File: src/sv/pvg_pkg.sv
// Shared types, codes and format helpers for the PCM volume gain block.
package pvg_pkg;

	typedef enum logic [1:0] {
		FMT_INT16   = 2'd0,
		FMT_INT24   = 2'd1,
		FMT_INT32   = 2'd2,
		FMT_FLOAT32 = 2'd3
	} fmt_t;

	typedef enum logic [1:0] {
		MODE_PASS  = 2'd0,
		MODE_MUTE  = 2'd1,
		MODE_SCALE = 2'd2
	} mode_t;

	// register indexes on the config port
	localparam logic [1:0] CFG_GAIN   = 2'd0;
	localparam logic [1:0] CFG_FORMAT = 2'd1;

	localparam logic [16:0] GAIN_RESET = 17'd65536;
	localparam logic [16:0] UNITY_MIN  = 17'd65504;
	localparam logic [16:0] MUTE_MAX   = 17'd32;

	// input register contents
	typedef struct packed {
		logic        valid;
		logic        last;
		mode_t       mode;
		fmt_t        fmt;
		logic [31:0] word;
		logic [15:0] gain;
		logic [3:0]  lg;    // position of the gain's leading one
	} s1_t;

	// product register contents
	typedef struct packed {
		logic        valid;
		logic        last;
		mode_t       mode;
		fmt_t        fmt;
		logic [31:0] word;
		logic        neg;
		logic [47:0] prod;
		logic [3:0]  lg;
	} s2_t;

	function automatic logic [31:0] fmt_mask(input fmt_t fmt);
		case (fmt)
			FMT_INT16: return 32'h0000_FFFF;
			FMT_INT24: return 32'h00FF_FFFF;
			default:   return 32'hFFFF_FFFF;
		endcase
	endfunction

	function automatic logic [31:0] fmt_sign(input fmt_t fmt);
		case (fmt)
			FMT_INT16: return 32'h0000_8000;
			FMT_INT24: return 32'h0080_0000;
			default:   return 32'h8000_0000;
		endcase
	endfunction

endpackage

File: src/sv/pvg_mul.sv
// Sample decode and gain multiply, ending in the product register.
module pvg_mul (
	input  logic          clk,
	input  logic          arst_n,
	input  pvg_pkg::s1_t  s1,
	output pvg_pkg::s2_t  s2
);

	logic [31:0] mask;
	logic [31:0] sbit;
	logic [31:0] raw;
	logic        neg;
	logic [31:0] mag;
	logic [31:0] opa;
	logic [47:0] prod;

	always_comb begin
		mask = pvg_pkg::fmt_mask(s1.fmt);
		sbit = pvg_pkg::fmt_sign(s1.fmt);
		raw  = s1.word & mask;
		neg  = (s1.fmt != pvg_pkg::FMT_FLOAT32) && ((raw & sbit) != 32'd0);
		mag  = neg ? ((~raw + 32'd1) & mask) : raw;
		if (s1.fmt == pvg_pkg::FMT_FLOAT32) begin
			// significand with hidden bit, none for subnormals
			opa = {8'd0, (s1.word[30:23] != 8'd0), s1.word[22:0]};
		end else begin
			opa = mag;
		end
		prod = opa * s1.gain;
	end

	always_ff @(posedge clk or negedge arst_n) begin
		if (!arst_n) begin
			s2 <= '0;
		end else begin
			s2.valid <= s1.valid;
			s2.last  <= s1.last;
			s2.mode  <= s1.mode;
			s2.fmt   <= s1.fmt;
			s2.word  <= s1.word;
			s2.neg   <= neg;
			s2.prod  <= prod;
			s2.lg    <= s1.lg;
		end
	end

endmodule

File: src/sv/pvg_round.sv
// Rounding, saturation and float repacking, ending in the result register.
module pvg_round (
	input  logic          clk,
	input  logic          arst_n,
	input  pvg_pkg::s2_t  s2,
	output logic          done,
	output logic [31:0]   scaled_word,
	output logic          last_out
);

	function automatic logic [40:0] round_even(input logic [39:0] p, input logic [4:0] sh);
		logic [39:0] q;
		logic [39:0] rem;
		logic [39:0] half;
		q    = p >> sh;
		rem  = p & ((40'd1 << sh) - 40'd1);
		half = (sh == 5'd0) ? 40'd0 : (40'd1 << (sh - 5'd1));
		if (sh == 5'd0) begin
			return {1'b0, p};
		end
		if ((rem > half) || ((rem == half) && q[0])) begin
			return {1'b0, q} + 41'd1;
		end
		return {1'b0, q};
	endfunction

	logic [31:0]        mask;
	logic [31:0]        sbit;
	// integer path
	logic [47:0]        isum;
	logic [31:0]        qi;
	logic [31:0]        lim;
	logic [31:0]        sat;
	logic [31:0]        ires;
	// float path
	logic               fs;
	logic [7:0]         fe;
	logic               is_sub;
	logic [7:0]         expo;
	logic [39:0]        p;
	logic [5:0]         cidx;
	logic               carry;
	logic signed [9:0]  re;
	logic signed [9:0]  re2;
	logic               norm;
	logic [4:0]         sh;
	logic [40:0]        q;
	logic [23:0]        qn;
	logic [23:0]        qc;
	logic [31:0]        fres;
	logic [31:0]        res;

	pvg_pkg::fmt_t      fmt_s3;

	always_comb begin
		mask = pvg_pkg::fmt_mask(s2.fmt);
		sbit = pvg_pkg::fmt_sign(s2.fmt);

		// round half away from zero on the magnitude, then clamp
		isum = s2.prod + 48'd32768;
		qi   = isum[47:16];
		lim  = s2.neg ? sbit : (sbit - 32'd1);
		sat  = (qi > lim) ? lim : qi;
		ires = (s2.neg ? (~sat + 32'd1) : sat) & mask;

		fs     = s2.word[31];
		fe     = s2.word[30:23];
		is_sub = (fe == 8'd0);
		expo   = is_sub ? 8'd1 : fe;
		p      = s2.prod[39:0];
		// normal input: product top bit is at 23+lg or one above
		cidx   = {2'd0, s2.lg} + 6'd24;
		carry  = p[cidx];
		re     = $signed({6'd0, s2.lg}) + $signed({9'd0, carry})
		       + $signed({2'd0, expo}) - 10'sd16;
		norm   = !is_sub && (re >= 10'sd1);
		sh     = norm ? ({1'b0, s2.lg} + {4'd0, carry}) : (5'd17 - expo[4:0]);
		q      = round_even(p, sh);
		if (q[24]) begin
			qn  = q[24:1];
			re2 = re + 10'sd1;
		end else begin
			qn  = q[23:0];
			re2 = re;
		end
		qc = (q > 41'h80_0000) ? 24'h80_0000 : q[23:0];

		if (fe == 8'hFF) begin
			fres = s2.word;                       // NaN and infinity pass
		end else if (norm) begin
			if (re2 > 10'sd254) begin
				fres = {fs, 8'hFF, 23'd0};
			end else begin
				fres = {fs, re2[7:0], qn[22:0]};
			end
		end else begin
			fres = {fs, 7'd0, qc};                // subnormal or zero result
		end

		case (s2.mode)
			pvg_pkg::MODE_PASS:  res = s2.word & mask;
			pvg_pkg::MODE_MUTE:  res = 32'd0;
			pvg_pkg::MODE_SCALE: res = (s2.fmt == pvg_pkg::FMT_FLOAT32) ? fres : ires;
			default:             res = 32'd0;
		endcase
	end

	always_ff @(posedge clk or negedge arst_n) begin
		if (!arst_n) begin
			done <= 1'b0;
		end else begin
			done <= s2.valid;
		end
	end

	always_ff @(posedge clk) begin
		scaled_word <= res;
		last_out    <= s2.last;
		fmt_s3      <= s2.fmt;
	end

	a_mute_zero: assert property (@(posedge clk) disable iff (!arst_n)
		s2.valid && s2.mode == pvg_pkg::MODE_MUTE |=> done && scaled_word == 32'd0)
		else $error("muted request gave a nonzero word");

	a_int16_high_clear: assert property (@(posedge clk) disable iff (!arst_n)
		done && fmt_s3 == pvg_pkg::FMT_INT16 |-> scaled_word[31:16] == 16'd0)
		else $error("int16 result has high bits set");

	a_int24_high_clear: assert property (@(posedge clk) disable iff (!arst_n)
		done && fmt_s3 == pvg_pkg::FMT_INT24 |-> scaled_word[31:24] == 8'd0)
		else $error("int24 result has high bits set");

endmodule

File: src/sv/pcm_volume_gain.sv
// Top level of the PCM volume gain: config registers, input register, pipeline.
//
//   channel   signals                                  direction  handshake
//   ------------------------------------------------------------------------------
//   request   start, busy, sample_word, last_of_block   in         start && !busy
//   result    done, scaled_word, last_out               out        done strobe, 1 cycle
//   config    cfg_valid, cfg_ready, cfg_index, cfg_data in         cfg_valid && cfg_ready
//
// Three register stages: input, product, result; done is set with the result register.
// busy stays low: the pipeline takes a request every cycle, one result per cycle.
// The receiver cannot stall, so nothing in the pipe ever holds.
// Reset (arst_n low) clears the input and product registers and done, and loads
// gain 65536, format int16. The user must write config only while the pipe is
// empty; the block itself does not enforce it.
module pcm_volume_gain (
	input  logic        clk,
	input  logic        arst_n,
	// request
	input  logic        start,
	output logic        busy,
	input  logic [31:0] sample_word,
	input  logic        last_of_block,
	// result
	output logic        done,
	output logic [31:0] scaled_word,
	output logic        last_out,
	// config write
	input  logic        cfg_valid,
	output logic        cfg_ready,
	input  logic [1:0]  cfg_index,
	input  logic [16:0] cfg_data
);

	// leading-one position of a gain word
	function automatic logic [3:0] lead_one(input logic [15:0] g);
		logic [3:0] pos;
		pos = 4'd0;
		for (int i = 0; i < 16; i++) begin
			if (g[i]) begin
				pos = 4'(i);
			end
		end
		return pos;
	endfunction

	logic [16:0]       gain_q;
	pvg_pkg::fmt_t     fmt_q;
	pvg_pkg::mode_t    mode;
	logic              accept;
	pvg_pkg::s1_t      s1;
	pvg_pkg::s2_t      s2;

	assign busy      = 1'b0;
	assign cfg_ready = 1'b1;
	assign accept    = start && !busy;

	// config registers; writes beyond the list are dropped
	always_ff @(posedge clk or negedge arst_n) begin
		if (!arst_n) begin
			gain_q <= pvg_pkg::GAIN_RESET;
			fmt_q  <= pvg_pkg::FMT_INT16;
		end else if (cfg_valid && cfg_ready) begin
			unique case (cfg_index)
				pvg_pkg::CFG_GAIN:   gain_q <= cfg_data;
				pvg_pkg::CFG_FORMAT: fmt_q  <= pvg_pkg::fmt_t'(cfg_data[1:0]);
				default: ;
			endcase
		end
	end

	// unity wins over mute, scaling only in between
	always_comb begin
		if (gain_q >= pvg_pkg::UNITY_MIN) begin
			mode = pvg_pkg::MODE_PASS;
		end else if (gain_q <= pvg_pkg::MUTE_MAX) begin
			mode = pvg_pkg::MODE_MUTE;
		end else begin
			mode = pvg_pkg::MODE_SCALE;
		end
	end

	// input register
	always_ff @(posedge clk or negedge arst_n) begin
		if (!arst_n) begin
			s1 <= '0;
		end else begin
			s1.valid <= accept;
			s1.last  <= last_of_block;
			s1.mode  <= mode;
			s1.fmt   <= fmt_q;
			s1.word  <= sample_word;
			s1.gain  <= gain_q[15:0];
			s1.lg    <= lead_one(gain_q[15:0]);
		end
	end

	pvg_mul u_mul (
		.clk    (clk),
		.arst_n (arst_n),
		.s1     (s1),
		.s2     (s2)
	);

	pvg_round u_round (
		.clk         (clk),
		.arst_n      (arst_n),
		.s2          (s2),
		.done        (done),
		.scaled_word (scaled_word),
		.last_out    (last_out)
	);

	a_latency: assert property (@(posedge clk) disable iff (!arst_n)
		accept |-> ##3 done)
		else $error("request did not reach the result strobe in three cycles");

	a_no_spurious: assert property (@(posedge clk) disable iff (!arst_n)
		done |-> $past(s1.valid, 2))
		else $error("result strobe without a matching request");

endmodule

File: config.mk
export PLATFORM = sky130hd
export DESIGN_NAME = pcm_volume_gain
export DESIGN_NICKNAME = d
export VERILOG_FILES = /design/src/sv/pvg_pkg.sv /design/src/sv/pvg_mul.sv /design/src/sv/pvg_round.sv /design/src/sv/pcm_volume_gain.sv
export SDC_FILE = /design/constraint.sdc
export NUM_CORES = 2
export LEC_CHECK = 0
export BUFFER_PORTS_ARGS = -buffer_cell sky130_fd_sc_hd__buf_2
export CAP_MARGIN = 20
export CORE_MARGIN = 10
export CORE_UTILIZATION = 38
export CTS_BUF_LIST = sky130_fd_sc_hd__clkbuf_4 sky130_fd_sc_hd__clkbuf_8
export DETAILED_ROUTE_END_ITERATION = 8
export GPL_TIMING_DRIVEN = 0
export PLACE_DENSITY = 0.6
export SYNTH_ARGS = -nofsm -noshare
export SYNTH_HDL_FRONTEND = slang
export SYNTH_SLANG_ARGS = --single-unit
File: constraint.sdc
create_clock -name clk -period 14.1 [get_ports clk]
set_clock_uncertainty 0.15 [all_clocks]
set_input_delay 3.525 -clock clk [delete_from_list [all_inputs] [get_ports clk]]
set_output_delay 3.525 -clock clk [all_outputs]
set_load 0.01 [all_outputs]
==> summary by stage <==
Run status
The flow ran to the end, and the final reports show no timing, DRC or antenna violations.

Worst setup path
The maximum fanout along the worst path is 19. The largest single stage delay on the critical path is 0.60 ns. STA puts the critical path data required time at 14.46 ns. For the worst flop-to-flop path, the logic depth is 49. The endpoint identified for the worst register-to-register timing path is u_round.scaled_word[4]$_DFF_P_. The worst setup path is of the reg -> reg kind. The number of buffer and inverter stages on the critical path is 12.

The element type at the critical path end is a flip-flop. STA classifies the critical path startpoint as a flip-flop. Data arrives at the worst endpoint at 14.15 ns. The slack of the worst reg-to-reg path is 0.31 ns. The slowest stage of the critical path is the sky130_fd_sc_hd__dfrtp_1 cell. In this design, the largest share of critical-path delay is due to simple AND/OR/NAND/NOR gates.

In this run the critical register-to-register path is launched from u_mul.s2[41]$_DFF_PN0_. The cell repeated most along the worst path is sky130_fd_sc_hd__ha_1.

Synth
The synthesized instance count is 4015. The mapped netlist covers 0.0339 mm2. During synthesis, Yosys emitted a total of 0 warnings. In the synthesized netlist the async set-or-reset flop fraction comes to 83.7%. The share of the yosys chip area belonging to registers is 14.4%. In the synthesized netlist the dominant register cell turns out to be sky130_fd_sc_hd__dfrtp_1. The synthesized design contains 0 enable-type register cells. The count of unique library cells instantiated by Yosys is 116. The post-synthesis area per instance is 8.43 um2.

The flop and latch count out of synthesis is 202.

Global routing
The combined global-route utilization of all metal layers is 25.9%. The total overflow left after global routing is 0. The initial antenna violation count is 4. The via count of the first global-routing pass is 31.2k. The first-pass GRT wire length is 203000 um. Entering global routing, the biggest net connects 113 pins.

Clock network
The clock tree from TritonCTS is built. In this run, post-CTS hold repair placed 0 buffers. The total CTS buffers is 37. The H-tree was split into 2 levels. At the later pin of the worst-skew pair, clock insertion delay measures 0.62 ns. The clock passes through at most 3 buffers. Clock-pin slew was measured on the worst setup and hold paths at 0.06 ns. The number of clock sinks seen by CTS is 202.

The clock root buffer is sky130_fd_sc_hd__clkbuf_8.

STA
In this run the tightest slew margin relative to its limit is 11.6%. Across all hold checks on the routed design, the worst slack comes to 0.196 ns. Setup repair after global routing left no endpoint under its margin. The final hold violation count came to 0. Setup violations remaining at the end of the flow were counted as 0. Based on the critical path, the design can be clocked at up to 72.5 MHz.

Setup slack closes at 0.315 ns. After routing, the total negative slack on setup checks comes to 0 ns. The smallest clock period supported by the final layout is computed as 13.79 ns. The portion of the clock cycle consumed by the worst path in the final layout is 97.8%. The measured slew at the worst slew-check pin is 1.29 ns. The count of final max-slew check failures is 0.

Route
For this run, design rule violations remaining after detail routing come to 0. After detailed routing, the total wire length is 135000 um. The number of optimization iterations in the first detailed-route pass is 6. Dividing the detail-routed via count by the number of cells gives 5.85. The antenna violation net count after detailed routing is 0. In the final routed layout, each cell accounts on average for 25.3 um. The detailed router finished its first iteration with 3352 violations. The routed layout has 31.3k vias.

Finish
Compared with the post-synthesis result, the final layout area differs by 9.03%. Leaving out fill and tap cells, the most frequent cell in the layout is sky130_fd_sc_hd__nand2_1. The filler cells instantiated in the layout total 8992. The net count of the finished layout is 4830.

The top cell types in the final layout, fill and taps aside, are sky130_fd_sc_hd__nand2_1, sky130_fd_sc_hd__inv_1, sky130_fd_sc_hd__fa_1. The share of final-layout standard cells stronger than drive strength 1 is 9.47%.

Placement
The post-detailed-placement half-perimeter wirelength is 110000 um. Input and output buffers added on the ports amount to 89. The global placer's final weighted congestion is 1.03. The minimum setup slack after placement is -2.65 ns.

Die
In this run the horizontal extent of the chip is 319 um. The core region area is 0.0884 mm2. The chip height is 319 um. The die covers 0.101 mm2.

The number of placed I/O pins is 92. The initial standard-cell utilization of the core is 38.3%. The number of standard-cell rows in the floorplan is 109.

Hold path
Along the worst hold path, the cell count comes to 0. For hold timing, the worst endpoint is u_round.done$_DFF_PN0_. The source of the worst hold timing path is u_mul.s2[90]$_DFF_PN0_. The tightest min-delay check is of the reg -> reg type.

Run
The max-cap violation count is 0.
kinds of logic (layout without fill, tap and decap cells):
group / count (synthesis) / after routing / synth area share [%]
muxes: 171 / 171 / 5.56
DFF: 202 / 202 / 14.4
other: 2 / 8 / 0.0222
xor gates and xnor gates: 153 / 153 / 4.03
buffers and inverters: 729 / 884 / 8.52
AOI/OAI and AO/OA: 733 / 733 / 15.1
and+or+nand+nor: 1395 / 1395 / 19.7
adders and majority gates: 630 / 630 / 32.6
worst max path at each step:
stage                     slack, ns              startpoint                              end  cells after the start
after floorplan                1.96  u_mul.s2[43]$_DFF_PN0_  u_round.scaled_word[22]$_DFF_P_                     50
after global placement        -2.79  u_mul.s2[43]$_DFF_PN0_   u_round.scaled_word[6]$_DFF_P_                     48
after detailed placement      -2.65  u_mul.s2[43]$_DFF_PN0_   u_round.scaled_word[6]$_DFF_P_                     49
after CTS                    0.0002  u_mul.s2[39]$_DFF_PN0_  u_round.scaled_word[18]$_DFF_P_                     49
after global routing         0.0009  u_mul.s2[39]$_DFF_PN0_  u_round.scaled_word[18]$_DFF_P_                     48
final                          0.31  u_mul.s2[41]$_DFF_PN0_   u_round.scaled_word[4]$_DFF_P_                     49
layer usage:
layer,GRT usage (%),share of wire [%]
met1,34.6,42
met2,39.6,43
met3,5.30,9.2
met4,12.5,5.5
met5,0,0.026
cells in the mapped netlist, drive strengths merged, types with 74 or more instances:
cell / instances / area, um2
a21oi: 147 / 736
and2: 162 / 1010
buf: 78 / 443
clkbuf: 174 / 653
dfrtp: 168 / 4200
fa: 419 / 8390
ha: 211 / 2640
inv: 476 / 1790
mux2i: 103 / 1060
nand2: 602 / 2260
nand3: 108 / 541
nor2: 207 / 793
nor3: 74 / 403
o21ai: 144 / 736
xnor2: 91 / 805
layout make-up:
class | instances | area [um2] | area share, %
clock inverter | 12 | 151 | 0.410
timing repair buffer | 107 | 603 | 1.63
sequential | 202 | 4910 | 13.3
multi-input combinational | 3086 | 26300 | 71.1
clock buffer | 55 | 694 | 1.88
inverter | 477 | 1790 | 4.86
antenna | 4 | 10.0 | 0.0271
buffer | 233 | 1030 | 2.80
tap | 1165 | 1460 | 3.95
registers in the layout, indices dropped and copies added (netlist names):
name                 cells
u_mul.s2                91
fmt_q                    2
s1                      58
u_round.done             1
u_round.last_out         1
u_round.scaled_word     32
gain_q                  17
per-stage QoR:
stage	utilization, %	instance area [um2]	cells
finish	41.8	36900	5341
global route	41.8	36900	5338
floorplan	-	33900	4017
detailed placement	40.6	35900	5275
global placement	40.5	35800	5271
CTS	41.6	36800	5341
repair_timing:
| item | in CTS | in global routing |
|---|---|---|
| pin swaps | 2 | 3 |
| resized for setup | 20 | 30 |
| cloned | 0 | 0 |
| buffers inserted | 3 | 6 |
| endpoints found under the setup margin | 31 | 29 |
Power is not shown: default switching activity piles up to over one toggle a cycle in this logic, so the estimate is an artifact.
